File: src/rtl/kar_pkg.sv
// Shared types and constants of the key auto-repeat generator.
package kar_pkg;

  // Horizontal and vertical caps on moves emitted by one tick.
  localparam int MaxShifts = 32;
  localparam int MaxDrops  = 32;

  // Time arithmetic.
  localparam int TimeBits  = 24;
  localparam int TimerBits = 25;
  localparam int FieldBits = 24;

  // Move counter: wide enough to hold the larger cap itself.
  localparam int CapMax = (MaxShifts > MaxDrops) ? MaxShifts : MaxDrops;
  localparam int CntBits = $clog2(CapMax + 1);

  localparam int CfgIdxBits = 2;

  typedef enum logic [1:0] {
    KindPress      = 2'd0,
    KindRelease    = 2'd1,
    KindReleaseAll = 2'd2,
    KindTick       = 2'd3
  } kind_e;

  typedef enum logic [1:0] {
    KeyLeft  = 2'd0,
    KeyRight = 2'd1,
    KeyDown  = 2'd2,
    KeyOther = 2'd3
  } key_e;

  // Register indexes of the configuration port.
  localparam logic [CfgIdxBits-1:0] RegRepeatDelay    = 2'd0;
  localparam logic [CfgIdxBits-1:0] RegRepeatInterval = 2'd1;
  localparam logic [CfgIdxBits-1:0] RegDropPeriod     = 2'd2;

  // Owner codes of the horizontal repeat.
  localparam logic [1:0] OwnerNone  = 2'd0;
  localparam logic [1:0] OwnerLeft  = 2'd1;
  localparam logic [1:0] OwnerRight = 2'd2;

  typedef logic [TimerBits-1:0] timer_t;

endpackage

File: src/rtl/kar_ifs.sv
// Request channels of the key auto-repeat generator: key/tick input, move output, config.

interface kar_in_if;
  logic                          valid;
  logic                          ready;
  logic [1:0]                    kind;
  logic [1:0]                    which_key;
  logic [kar_pkg::FieldBits-1:0] elapsed;

  modport source (output valid, kind, which_key, elapsed, input ready);
  modport sink   (input valid, kind, which_key, elapsed, output ready);
endinterface

interface kar_out_if;
  logic       valid;
  logic       ready;
  logic [1:0] action;
  logic       last;

  modport source (output valid, action, last, input ready);
  modport sink   (input valid, action, last, output ready);
endinterface

interface kar_cfg_if;
  logic                           valid;
  logic                           ready;
  logic [kar_pkg::CfgIdxBits-1:0] index;
  logic [kar_pkg::FieldBits-1:0]  data;

  modport source (output valid, index, data, input ready);
  modport sink   (input valid, index, data, output ready);
endinterface

File: src/rtl/kar_alu.sv
// Shared timer unit: saturating add or compare-and-subtract on 25-bit time values.
module kar_alu (
  input  kar_pkg::timer_t a_i,
  input  kar_pkg::timer_t b_i,
  input  logic            sub_i,
  output kar_pkg::timer_t res_o,
  output logic            ge_o
);
  import kar_pkg::*;

  logic [TimerBits:0] sum;
  logic [TimerBits:0] diff;

  assign sum  = {1'b0, a_i} + {1'b0, b_i};
  assign diff = {1'b0, a_i} - {1'b0, b_i};

  // In add mode the carry out saturates the result to all ones.
  always_comb begin
    if (sub_i) begin
      res_o = diff[TimerBits-1:0];
    end else if (sum[TimerBits]) begin
      res_o = '1;
    end else begin
      res_o = sum[TimerBits-1:0];
    end
  end

  assign ge_o = ~diff[TimerBits];

endmodule

File: src/rtl/key_auto_repeat_generator_core.sv
// Top level of the key auto-repeat generator for the left, right and down keys.

// The block takes one request at a time on in_i: a press, a release, a
// release of all keys, or a time tick that carries the elapsed time. Key
// requests only update the held keys, their timers and repeat flags and
// the owner of the horizontal repeat, and produce nothing on out_o. A tick
// adds the elapsed time to the owner's timer, if any, and to the down
// timer while down is held with a nonzero drop period, and emits the
// resulting moves on out_o one per request, horizontal moves first, then
// down moves, with last set on the final move of the tick; a tick with no
// moves produces nothing. A tick emits at most 64 moves. The sequencer
// steps the single shared add/compare-subtract unit through the saturating
// adds and the repeated subtractions one per cycle, waiting while out_o
// stalls. The input is not ready while a tick is in progress. The
// configuration port cfg_i is always ready and should be written only
// while the block is idle; writes to an index beyond the three registers
// are ignored.
module key_auto_repeat_generator_core (
  input  logic          clk_i,
  input  logic          rst_ni,
  kar_in_if.sink        in_i,
  kar_out_if.source     out_o,
  kar_cfg_if.sink       cfg_i
);
  import kar_pkg::*;

  // Sequencer states.
  localparam logic [2:0] StIdle   = 3'd0;
  localparam logic [2:0] StHAdd   = 3'd1;
  localparam logic [2:0] StHDelay = 3'd2;
  localparam logic [2:0] StHRep   = 3'd3;
  localparam logic [2:0] StDAdd   = 3'd4;
  localparam logic [2:0] StDRep   = 3'd5;
  localparam logic [2:0] StFlush  = 3'd6;

  localparam logic [CntBits-1:0] ShiftCap = CntBits'(MaxShifts);
  localparam logic [CntBits-1:0] DropCap  = CntBits'(MaxDrops);

  // Configuration registers.
  logic [TimeBits-1:0] delay_q, interval_q, period_q;

  // Key state.
  logic   left_held_q, left_held_d, right_held_q, right_held_d;
  logic   down_held_q, down_held_d;
  logic   left_rep_q, left_rep_d, right_rep_q, right_rep_d;
  timer_t left_timer_q, left_timer_d, right_timer_q, right_timer_d;
  timer_t down_timer_q, down_timer_d;
  logic [1:0] owner_q, owner_d;

  // Sequencer and working registers.
  logic [2:0]          state_q, state_d;
  timer_t              work_q, work_d;
  logic [CntBits-1:0]  count_q, count_d;
  logic [TimeBits-1:0] dt_q, dt_d;

  // One move held back until we know whether another follows it.
  logic pend_valid_q, pend_valid_d;
  key_e pend_act_q, pend_act_d;

  // Output register.
  logic out_valid_q, out_valid_d;
  key_e out_act_q, out_act_d;
  logic out_last_q, out_last_d;

  // Shared unit controls.
  timer_t alu_a, alu_b, alu_res;
  logic   alu_sub, alu_ge;

  logic   in_acc, out_free, emit_ok, emit, push, push_last;
  key_e   emit_act, push_act, own_act;
  logic   own_rep;
  timer_t own_timer;
  logic   set_own_timer, set_own_rep;
  timer_t own_timer_new;

  assign in_i.ready  = (state_q == StIdle);
  assign in_acc      = in_i.valid & in_i.ready;
  assign cfg_i.ready = 1'b1;

  assign out_o.valid  = out_valid_q;
  assign out_o.action = out_act_q;
  assign out_o.last   = out_last_q;

  assign out_free = ~out_valid_q | out_o.ready;
  assign emit_ok  = ~pend_valid_q | out_free;

  // The owner is left or right whenever the horizontal states run.
  assign own_rep   = (owner_q == OwnerLeft) ? left_rep_q : right_rep_q;
  assign own_timer = (owner_q == OwnerLeft) ? left_timer_q : right_timer_q;
  assign own_act   = (owner_q == OwnerLeft) ? KeyLeft : KeyRight;

  // Operand selection for the shared unit: adds in the two add states,
  // compare-and-subtract against the running work value elsewhere.
  always_comb begin
    alu_sub = 1'b1;
    alu_a   = work_q;
    alu_b   = '0;
    unique case (state_q)
      StHAdd: begin
        alu_sub = 1'b0;
        alu_a   = own_timer;
        alu_b   = TimerBits'(dt_q);
      end
      StDAdd: begin
        alu_sub = 1'b0;
        alu_a   = down_timer_q;
        alu_b   = TimerBits'(dt_q);
      end
      StHDelay: alu_b = TimerBits'(delay_q);
      StHRep:   alu_b = TimerBits'(interval_q);
      StDRep:   alu_b = TimerBits'(period_q);
      default:  alu_b = '0;
    endcase
  end

  kar_alu u_alu (
    .a_i   (alu_a),
    .b_i   (alu_b),
    .sub_i (alu_sub),
    .res_o (alu_res),
    .ge_o  (alu_ge)
  );

  always_comb begin
    left_held_d   = left_held_q;
    right_held_d  = right_held_q;
    down_held_d   = down_held_q;
    left_rep_d    = left_rep_q;
    right_rep_d   = right_rep_q;
    left_timer_d  = left_timer_q;
    right_timer_d = right_timer_q;
    down_timer_d  = down_timer_q;
    owner_d       = owner_q;
    state_d       = state_q;
    work_d        = work_q;
    count_d       = count_q;
    dt_d          = dt_q;
    pend_valid_d  = pend_valid_q;
    pend_act_d    = pend_act_q;
    emit          = 1'b0;
    emit_act      = own_act;
    push          = 1'b0;
    push_act      = pend_act_q;
    push_last     = 1'b0;
    set_own_timer = 1'b0;
    set_own_rep   = 1'b0;
    own_timer_new = work_q;

    unique case (state_q)
      StIdle: begin
        if (in_acc) begin
          unique case (kind_e'(in_i.kind))
            KindPress: begin
              unique case (key_e'(in_i.which_key))
                KeyLeft: begin
                  left_held_d  = 1'b1;
                  left_rep_d   = 1'b0;
                  left_timer_d = '0;
                  owner_d      = OwnerLeft;
                end
                KeyRight: begin
                  right_held_d  = 1'b1;
                  right_rep_d   = 1'b0;
                  right_timer_d = '0;
                  owner_d       = OwnerRight;
                end
                KeyDown: begin
                  down_held_d  = 1'b1;
                  down_timer_d = '0;
                end
                default: ;
              endcase
            end
            KindRelease: begin
              unique case (key_e'(in_i.which_key))
                KeyLeft: begin
                  left_held_d  = 1'b0;
                  left_rep_d   = 1'b0;
                  left_timer_d = '0;
                  if (owner_q == OwnerLeft) begin
                    if (right_held_q) begin
                      owner_d       = OwnerRight;
                      right_rep_d   = 1'b0;
                      right_timer_d = '0;
                    end else begin
                      owner_d = OwnerNone;
                    end
                  end
                end
                KeyRight: begin
                  right_held_d  = 1'b0;
                  right_rep_d   = 1'b0;
                  right_timer_d = '0;
                  if (owner_q == OwnerRight) begin
                    if (left_held_q) begin
                      owner_d      = OwnerLeft;
                      left_rep_d   = 1'b0;
                      left_timer_d = '0;
                    end else begin
                      owner_d = OwnerNone;
                    end
                  end
                end
                KeyDown: begin
                  down_held_d  = 1'b0;
                  down_timer_d = '0;
                end
                default: ;
              endcase
            end
            KindReleaseAll: begin
              left_held_d   = 1'b0;
              left_rep_d    = 1'b0;
              left_timer_d  = '0;
              right_held_d  = 1'b0;
              right_rep_d   = 1'b0;
              right_timer_d = '0;
              down_held_d   = 1'b0;
              down_timer_d  = '0;
              owner_d       = OwnerNone;
            end
            KindTick: begin
              dt_d    = in_i.elapsed[TimeBits-1:0];
              count_d = '0;
              if (owner_q == OwnerLeft || owner_q == OwnerRight) begin
                state_d = StHAdd;
              end else begin
                state_d = StDAdd;
              end
            end
            default: ;
          endcase
        end
      end

      StHAdd: begin
        work_d  = alu_res;
        state_d = own_rep ? StHRep : StHDelay;
      end

      // The initial delay has to pass before the first move.
      StHDelay: begin
        if (alu_ge) begin
          if (emit_ok) begin
            emit        = 1'b1;
            set_own_rep = 1'b1;
            work_d      = alu_res;
            count_d     = CntBits'(1);
            state_d     = StHRep;
          end
        end else begin
          set_own_timer = 1'b1;
          own_timer_new = work_q;
          state_d       = StDAdd;
        end
      end

      // One repeat per cycle while out_o takes the moves; a zero interval repeats up to the cap.
      StHRep: begin
        if (count_q == ShiftCap) begin
          set_own_timer = 1'b1;
          own_timer_new = '0;
          state_d       = StDAdd;
        end else if (interval_q == '0) begin
          if (emit_ok) begin
            emit    = 1'b1;
            count_d = count_q + CntBits'(1);
          end
        end else if (alu_ge) begin
          if (emit_ok) begin
            emit    = 1'b1;
            work_d  = alu_res;
            count_d = count_q + CntBits'(1);
          end
        end else begin
          set_own_timer = 1'b1;
          own_timer_new = work_q;
          state_d       = StDAdd;
        end
      end

      StDAdd: begin
        count_d = '0;
        if (down_held_q && period_q != '0) begin
          work_d  = alu_res;
          state_d = StDRep;
        end else begin
          state_d = StFlush;
        end
      end

      StDRep: begin
        emit_act = KeyDown;
        if (count_q == DropCap) begin
          down_timer_d = '0;
          state_d      = StFlush;
        end else if (alu_ge) begin
          if (emit_ok) begin
            emit    = 1'b1;
            work_d  = alu_res;
            count_d = count_q + CntBits'(1);
          end
        end else begin
          down_timer_d = work_q;
          state_d      = StFlush;
        end
      end

      // The held-back move is the final one of the tick.
      StFlush: begin
        if (pend_valid_q) begin
          if (out_free) begin
            push         = 1'b1;
            push_last    = 1'b1;
            pend_valid_d = 1'b0;
            state_d      = StIdle;
          end
        end else begin
          state_d = StIdle;
        end
      end

      default: state_d = StIdle;
    endcase

    if (set_own_timer) begin
      if (owner_q == OwnerLeft) begin
        left_timer_d = own_timer_new;
      end else begin
        right_timer_d = own_timer_new;
      end
    end
    if (set_own_rep) begin
      if (owner_q == OwnerLeft) begin
        left_rep_d = 1'b1;
      end else begin
        right_rep_d = 1'b1;
      end
    end

    // A new move releases the one held back, which is then not the last.
    if (emit) begin
      if (pend_valid_q) begin
        push = 1'b1;
      end
      pend_valid_d = 1'b1;
      pend_act_d   = emit_act;
    end
  end

  always_comb begin
    out_valid_d = out_valid_q;
    out_act_d   = out_act_q;
    out_last_d  = out_last_q;
    if (push) begin
      out_valid_d = 1'b1;
      out_act_d   = push_act;
      out_last_d  = push_last;
    end else if (out_o.ready) begin
      out_valid_d = 1'b0;
    end
  end

  always_ff @(posedge clk_i or negedge rst_ni) begin
    if (!rst_ni) begin
      delay_q       <= '0;
      interval_q    <= '0;
      period_q      <= '0;
      left_held_q   <= 1'b0;
      right_held_q  <= 1'b0;
      down_held_q   <= 1'b0;
      left_rep_q    <= 1'b0;
      right_rep_q   <= 1'b0;
      left_timer_q  <= '0;
      right_timer_q <= '0;
      down_timer_q  <= '0;
      owner_q       <= OwnerNone;
      state_q       <= StIdle;
      count_q       <= '0;
      pend_valid_q  <= 1'b0;
      out_valid_q   <= 1'b0;
    end else begin
      if (cfg_i.valid) begin
        unique case (cfg_i.index)
          RegRepeatDelay:    delay_q    <= cfg_i.data[TimeBits-1:0];
          RegRepeatInterval: interval_q <= cfg_i.data[TimeBits-1:0];
          RegDropPeriod:     period_q   <= cfg_i.data[TimeBits-1:0];
          default: ;
        endcase
      end
      left_held_q   <= left_held_d;
      right_held_q  <= right_held_d;
      down_held_q   <= down_held_d;
      left_rep_q    <= left_rep_d;
      right_rep_q   <= right_rep_d;
      left_timer_q  <= left_timer_d;
      right_timer_q <= right_timer_d;
      down_timer_q  <= down_timer_d;
      owner_q       <= owner_d;
      state_q       <= state_d;
      count_q       <= count_d;
      pend_valid_q  <= pend_valid_d;
      out_valid_q   <= out_valid_d;
    end
  end

  // Payload registers.
  always_ff @(posedge clk_i) begin
    work_q     <= work_d;
    dt_q       <= dt_d;
    pend_act_q <= pend_act_d;
    out_act_q  <= out_act_d;
    out_last_q <= out_last_d;
  end

endmodule
File: src/flat_wrapper.sv
// flat-port wrapper written by rule: the top's interface ports become plain ports
module key_auto_repeat_generator_core_flat import kar_pkg::*;
  (clk_i, rst_ni, in_i_valid, in_i_kind, in_i_which_key, in_i_elapsed, in_i_ready, out_o_valid, out_o_action, out_o_last, out_o_ready, cfg_i_valid, cfg_i_index, cfg_i_data, cfg_i_ready);
  kar_in_if in_i_i ();
  kar_out_if out_o_i ();
  kar_cfg_if cfg_i_i ();
  input  logic clk_i;
  input  logic rst_ni;
  input wire logic [$bits(in_i_i.valid)-1:0] in_i_valid;
  input wire logic [$bits(in_i_i.kind)-1:0] in_i_kind;
  input wire logic [$bits(in_i_i.which_key)-1:0] in_i_which_key;
  input wire logic [$bits(in_i_i.elapsed)-1:0] in_i_elapsed;
  output wire logic [$bits(in_i_i.ready)-1:0] in_i_ready;
  output wire logic [$bits(out_o_i.valid)-1:0] out_o_valid;
  output wire logic [$bits(out_o_i.action)-1:0] out_o_action;
  output wire logic [$bits(out_o_i.last)-1:0] out_o_last;
  input wire logic [$bits(out_o_i.ready)-1:0] out_o_ready;
  input wire logic [$bits(cfg_i_i.valid)-1:0] cfg_i_valid;
  input wire logic [$bits(cfg_i_i.index)-1:0] cfg_i_index;
  input wire logic [$bits(cfg_i_i.data)-1:0] cfg_i_data;
  output wire logic [$bits(cfg_i_i.ready)-1:0] cfg_i_ready;
  assign in_i_i.valid = in_i_valid;
  assign in_i_i.kind = in_i_kind;
  assign in_i_i.which_key = in_i_which_key;
  assign in_i_i.elapsed = in_i_elapsed;
  assign in_i_ready = in_i_i.ready;
  assign out_o_valid = out_o_i.valid;
  assign out_o_action = out_o_i.action;
  assign out_o_last = out_o_i.last;
  assign out_o_i.ready = out_o_ready;
  assign cfg_i_i.valid = cfg_i_valid;
  assign cfg_i_i.index = cfg_i_index;
  assign cfg_i_i.data = cfg_i_data;
  assign cfg_i_ready = cfg_i_i.ready;
  key_auto_repeat_generator_core u_core (.clk_i(clk_i), .rst_ni(rst_ni), .in_i(in_i_i), .out_o(out_o_i), .cfg_i(cfg_i_i));
endmodule
File: config.mk
export PLATFORM = sky130hd
export DESIGN_NAME = key_auto_repeat_generator_core_flat
export DESIGN_NICKNAME = d
export VERILOG_FILES = /design/src/rtl/kar_pkg.sv /design/src/rtl/kar_ifs.sv /design/src/rtl/kar_alu.sv /design/src/rtl/key_auto_repeat_generator_core.sv /design/src/flat_wrapper.sv
export SDC_FILE = /design/constraint.sdc
export NUM_CORES = 1
export LEC_CHECK = 0
export ABC_AREA = 0
export BUFFER_PORTS_ARGS = -buffer_cell sky130_fd_sc_hd__buf_2
export CAP_MARGIN = 20
export CORE_UTILIZATION = 56
export CTS_CLUSTER_SIZE = 25
export DETAILED_ROUTE_END_ITERATION = 8
export PLACE_DENSITY = 0.87
export SYNTH_ARGS = -nofsm -noshare
export SYNTH_HDL_FRONTEND = slang
export SYNTH_HIERARCHICAL = 1
export SYNTH_SLANG_ARGS = --single-unit
File: constraint.sdc
create_clock -name clk_i -period 6.4 [get_ports clk_i]
set_clock_uncertainty 0.15 [all_clocks]
set_input_delay 1.28 -clock clk_i [delete_from_list [all_inputs] [get_ports clk_i]]
set_output_delay 1.28 -clock clk_i [all_outputs]
set_load 0.05 [all_outputs]
Yosys cells after proc, flatten, opt, wreduce, memory -nomap -nowiden
Index checks and enable logic that the tools add are counted.
{ "word_totals": {"reg_bits": 219, "inputBits": 59, "out_inout_bits": 6} }
{ "op_classes": {"add_sub_neg": 3, "eq_ne": 41, "n_mux": 121, "bitwise": 5, "reduce_logical": 28} }
{ "ops": {"columns": ["cell", "n"], "rows": [
  ["$mux W25", 29],
  ["$pmux W25 S2", 5],
  ["$pmux W25 S3", 2],
  ["$pmux W25 S5", 1],
  ["$pmux W24 S4", 1],
  ["$mux W6", 9],
  ["$mux W1", 44],
  ["$mux W3", 12],
  ["$pmux W6 S5", 1],
  ["$add A25 B24 Y26", 1],
  ["$sub A25 B25 Y26", 1],
  ["$reduce_and A5 Y1", 5],
  ["$logic_not A24 Y1", 1],
  ["$reduce_bool A24 Y1", 1],
  ["$pmux W3 S7", 1],
  ["$reduce_and A7 Y1", 3],
  ["$ne A3 B2 Y1 const B", 6],
  ["$pmux W1 S3", 6],
  ["$ne A2 B2 Y1 const B", 8],
  ["$ne A2 B1 Y1 const B", 6],
  ["$ne A3 B3 Y1 const B", 4],
  ["$eq A2 B2 Y1 const B", 5],
  ["$reduce_bool A5 Y1", 2],
  ["$eq A3 B3 Y1 const B", 3],
  ["other kinds (22)", 41]
]} }

Logic depth before layout (Yosys ltp)
{ "depth": {"depth_word": 11, "mapped_depth": 25} }

By module
Netlist, hierarchy kept.
{ "by_module_without_submodules": {"columns": ["mod", "instances", "cells_per_inst", "area_per_inst_um2", "seq_area_each_um2"], "rows": [
  ["key_auto_repeat_generator_core", 1, 825, 10323.7, 5750.5],
  ["kar_alu", 1, 435, 2971.6, 0.0]
]} }

Worst setup path before layout
OpenSTA, ideal clock, no wires.
{ "synth_timing": {"kind": "flip-flop to flip-flop", "from": "reg u_core/owner_q[1] (netlist name)", "to": "reg u_core.work_q[0] (enable)", "setup_ns": 0.447, "arrival_ns": 6.004, "slack_ns": -0.201, "path_stages_with_launch": 22, "path_buffers": 5, "period_less_slack_ns": 6.601, "cell_sequence": "dfrtp_1 -> inv_1 -> ha_1 -> clkbuf_1 -> buf_2 -> buf_2 -> mux2i_1 -> nor2_1 -> a221o_1 -> ha_1 -> buf_2 -> inv_1 -> nor4_2 -> inv_1 -> a21oi_1 -> o41ai_2 -> a31oi_1 -> a21oi_1 -> o21bai_1 -> clkbuf_1 -> nand2_1 -> o32ai_1"} }
{ "synth_lines": {"columns": ["item", "line_no", "source"], "rows": [
  ["to (signal assigned)", "key_auto_repeat_generator_core.sv:409", "work_q <= work_d;"],
  ["to (decl)", "key_auto_repeat_generator_core.sv:52", "timer_t work_q, work_d;"]
]} }

Worst setup path in the final report
{ "layout_timing": {"from": "reg u_core.state_q[1]", "to": "reg u_core.left_timer_q[4]"} }
{ "layout_via": {"elab_chain_len": 9, "elab_cells_between_ends": 20, "classes_between": "add/sub (1); eq/ne (5); mux (11); bitwise (1); reduce/logical (2)"} }
{ "layout_lines": {"columns": ["item", "line_no", "source"], "rows": [
  ["from (decl)", "key_auto_repeat_generator_core.sv:51", "logic [2:0] state_q, state_d;"],
  ["from (signal assigned)", "key_auto_repeat_generator_core.sv:378", "state_q <= StIdle;"],
  ["from (signal assigned)", "key_auto_repeat_generator_core.sv:400", "state_q <= state_d;"],
  ["$eq A3 B1 Y1 / $eq A3 B3 Y1 (equally long branches)", "key_auto_repeat_generator_core.sv:98", "unique case (state_q)"],
  ["$reduce_or A2 Y1 (no line)", null, null],
  ["$pmux W24 S4 *", "key_auto_repeat_generator_core.sv:98", null],
  ["named net u_core.alu_b[6]", "key_auto_repeat_generator_core.sv:66", "timer_t alu_a, alu_b, alu_res;"],
  ["$sub A25 B25 Y26 *", "kar_alu.sv:15", "assign diff = {1'b0, a_i} - {1'b0, b_i};"],
  ["$mux W1 *", "key_auto_repeat_generator_core.sv:243, key_auto_repeat_generator_core.sv:269", null],
  ["$mux W1", "key_auto_repeat_generator_core.sv:264", "end else if (interval_q == '0) begin"],
  ["$mux W1", "key_auto_repeat_generator_core.sv:260", "if (count_q == ShiftCap) begin"],
  ["$pmux W1 S2 *", "key_auto_repeat_generator_core.sv:149", "unique case (state_q)"],
  ["$mux W25 *", "key_auto_repeat_generator_core.sv:326", "if (set_own_timer) begin"],
  ["named net u_core.left_timer_d[4]", "key_auto_repeat_generator_core.sv:46", "timer_t left_timer_q, left_timer_d, right_timer_q, right_timer_d;"],
  ["to (signal assigned)", "key_auto_repeat_generator_core.sv:396", "left_timer_q <= left_timer_d;"],
  ["to (decl)", "key_auto_repeat_generator_core.sv:46", null]
]} }
The timed path passes the listed nets; every way through them passes the cells marked *.
A chain may end at the register's enable or synchronous reset.

==> run_results.csv <==
group,metric,value,unit
status,status,"complete, no violations",
grt,grt_usage,29.5,%
grt,grt_overflow,0,
worst_setup_path,critPathLaunchType,"flip-flop",
clock_network,cts_made_buffers,24,
timing,hold_viol_final,0,
clock_network,ctsHtreeMaxLevel,1,
worst_setup_path,reg2reg_from,"u_core/state_q[1]",
clock_network,clock-sinks,219,
clock_network,cts.clk_slew.worst_paths,60,ps
worst_setup_path,critical_path_class,"flip-flop to flip-flop",
route,highest_layer,"met4",
placement,port_buffers,63,
floorplanning,die_h,156,um
yosys,yosysUniqueCellTypes,87,
route,routed-wl-met2,16.7,mm
yosys,netlist_area,13300,um2
yosys,avgSynthCellArea,10.6,um2
timing,setup_viol,0,
timing,rsz0062_at_grt,"false",
grt,grt_pass1_vias,10300,
grt,grt_pass1_wl,55.9,mm
worst_setup_path,reg2reg_to,"u_core/left_timer_q[4]",
yosys,postSynthCellCount,1260,
clock_network,clk_latency,540,ps
route,drt_first_pass_iters,5,
floorplanning,num_rows,56,
route,vias,10900,
route,via_per_inst,6.65,
yosys,yosysMostFrequentCell,"dfrtp_1",
route,drt-total-wl,36.0,mm
placement,gp_congestion,0.996,
yosys,yosysSeqAreaShare,43.3,%
clock_network,cts_repair_resize_count,0,
yosys,ys_top_cells_by_area,"dfrtp_1 (31%), edfxtp_1 (12%), mux2_2 (6.2%)",
floorplanning,core_area,23400,um2
worst_setup_path,critPathArrivalTime,6020,ps
cells_and_area,final_nets,1416,
timing,maxSlewViolCount,0,
route,ant_nets,0,
hold_path,holdCritPathClass,"flip-flop to flip-flop",
yosys,synth_edf_count,54,
worst_setup_path,r2r_setup_slack,670,ps
grt,grt_antenna_before_repair,0,
floorplanning,die_w,156,um
yosys,ys_warn_count,6,
job,cap_violations,0,
yosys,ys_seq_elements,219,
clock_network,clockRootBuffer,"clkbuf_16",
hold_path,hp-start,"u_core/pend_act_q[1]",
yosys,synth-main-ff-cell,"dfrtp_1",
worst_setup_path,endpoint_kind,"flip-flop",
route,drc,0,
yosys,synth_top_area_share,31.1,%
timing,fmax,174,MHz
clock_network,cts_tree,"yes",
clock_network,ctsHoldBuffers,0,
worst_setup_path,worstPathMaxFanout,25,
route,wl_per_cell,22.1,um
route,drtIter0Drc,1009,
timing,worst_pin_slew,967,ps
cells_and_area,drive_gt1_share,18.4,%
clock_network,clk_path_buf_depth,3,
worst_setup_path,crit_required,6690,ps
floorplanning,pin_count,65,
floorplanning,initial_core_util,56.8,%
yosys,synthTopCellsByCount,"dfrtp_1 (165), nor2_1 (102), a21oi_1 (92)",
worst_setup_path,reg2regPathDepth,18,
route,wl_met3,2.92,mm
route,m1WireLength,14.8,mm
grt,grt_start_max_net_pins,105,
cells_and_area,area_delta_synth_final,10.1,%
placement,hpwl,25.2,mm
hold_path,holdPathStages,0,
yosys,async_flop_share,75.3,%
timing,final.setup.tns,0,ps
floorplanning,die_area,24400,um2
timing,max-slew-margin-rel,35.6,%
hold_path,min_to,"u_core/out_o.action[1]",
timing,min_period,5730,ps
yosys,yosysTopAreaCell,"dfrtp_1",
timing,fin_crit_sh,89.6,%
clock_network,postCtsSetupBuffers,0,
cells_and_area,diodes,0,
-- how the worst max path moves through the flow --
| stage | startpoint | to | cells after the start |
|---|---|---|---|
| after floorplan | u_core/owner_q[1] | u_core/work_q[0] | 21 |
| after CTS | u_core/owner_q[1] | u_core/left_timer_q[4] | 19 |
| final | u_core/state_q[1] | u_core/left_timer_q[4] | 18 |
| after detailed placement | u_core/owner_q[1] | u_core/left_timer_q[11] | 19 |
| after global placement | u_core/owner_q[1] | u_core/left_timer_q[6] | 19 |
| after global routing | u_core/state_q[2] | u_core/left_timer_q[4] | 20 |
-- kinds of logic (layout without fill, tap and decap cells) --
group                      Yosys count  count (layout)  synth area share (%)
adders and majority gates           61              61                  5.85
buffers and inverters              151             204                  5.44
and+or+nand+nor                    246             246                  9.51
muxes                              152             152                  12.1
other                                2               3                0.0565
AOI/OAI and AO/OA                  424             424                  23.4
xor gates and xnor gates             5               5                 0.329
DFF                                219             219                  43.3
-- through the flow --
step	utilization [%]	std cells	setup WS [ps]	area (um2)	hold slack [ps]
CTS	62.4	1632	751	14600	284
global route	62.5	1633	322	14600	293
floorplan	-	1261	697	13300	250
global placement	59.0	1588	905	13800	265
finish	62.5	1633	666	14600	280
detailed placement	59.0	1588	809	13800	263
-- worst max-delay path, cell delays in order, from the launching register on --
cell      delay [ps]
dfrtp_1          610
nand2b_1         360
buf_4            300
o22ai_1          500
inv_1            100
ha_1             500
nand2_1          200
nor3_1           240
o211ai_1         230
a21oi_1          280
o41ai_2          120
a31oi_1          290
a21oi_1          120
o21bai_1         210
buf_4            250
a311oi_1         110
nand2b_4         210
a21oi_4          600
a22o_1           250
-- layout make-up --
| class | instances | area, um2 |
|---|---|---|
| Fill cell | 1862 | 8770 |
| Timing Repair Buffer | 91 | 552 |
| Multi-Input combinational cell | 891 | 6870 |
| Tap cell | 319 | 399 |
| Clock inverter | 11 | 163 |
| Inverter | 69 | 259 |
| Sequential cell | 219 | 5750 |
| Clock buffer | 33 | 644 |
-- layer usage --
metal / GRT usage [%] / vias up
li1: - / 4848
met1: 39.5 / 5339
met5: 0 / -
met3: 5.17 / 108
met4: 13.7 / 0
met2: 46.7 / 558
-- flip-flops by register name, summed over array words and instances (netlist names), 6 cells and up --
name,count
u_core/right_timer_q,25
u_core/dt_q,24
u_core/left_timer_q,25
u_core/period_q,24
u_core/work_q,25
u_core/delay_q,24
u_core/count_q,6
u_core/interval_q,24
u_core/down_timer_q,25
-- cells in the final DEF (no fill, tap or decap), types with 6 or more instances in the layout --
cell       instances
ha_1              58
buf_2             62
mux2i_1           79
edfxtp_1          54
nand3_1           11
o21a_1            14
a31oi_1            6
clkbuf_16         24
o22ai_1           40
and3_1             6
o21ai_0           42
nor2b_1           10
dfrtp_1          163
inv_1             64
buf_4             27
o31ai_1           10
nor2_1           102
a221o_1           36
a21oi_1           92
clkbuf_1           8
nor4_1            10
o211ai_1           8
nand4_1            9
o21bai_1          15
a21o_1             6
o21ai_1           12
nor3_1             8
nand2_1           46
a211oi_1           8
mux2_2            73
a22o_1            79
o221ai_1           6
nand3b_1           7
Power is left out: the tool's default activity adds up to more than one toggle a clock period on the data nets, which glitch-free logic cannot reach.
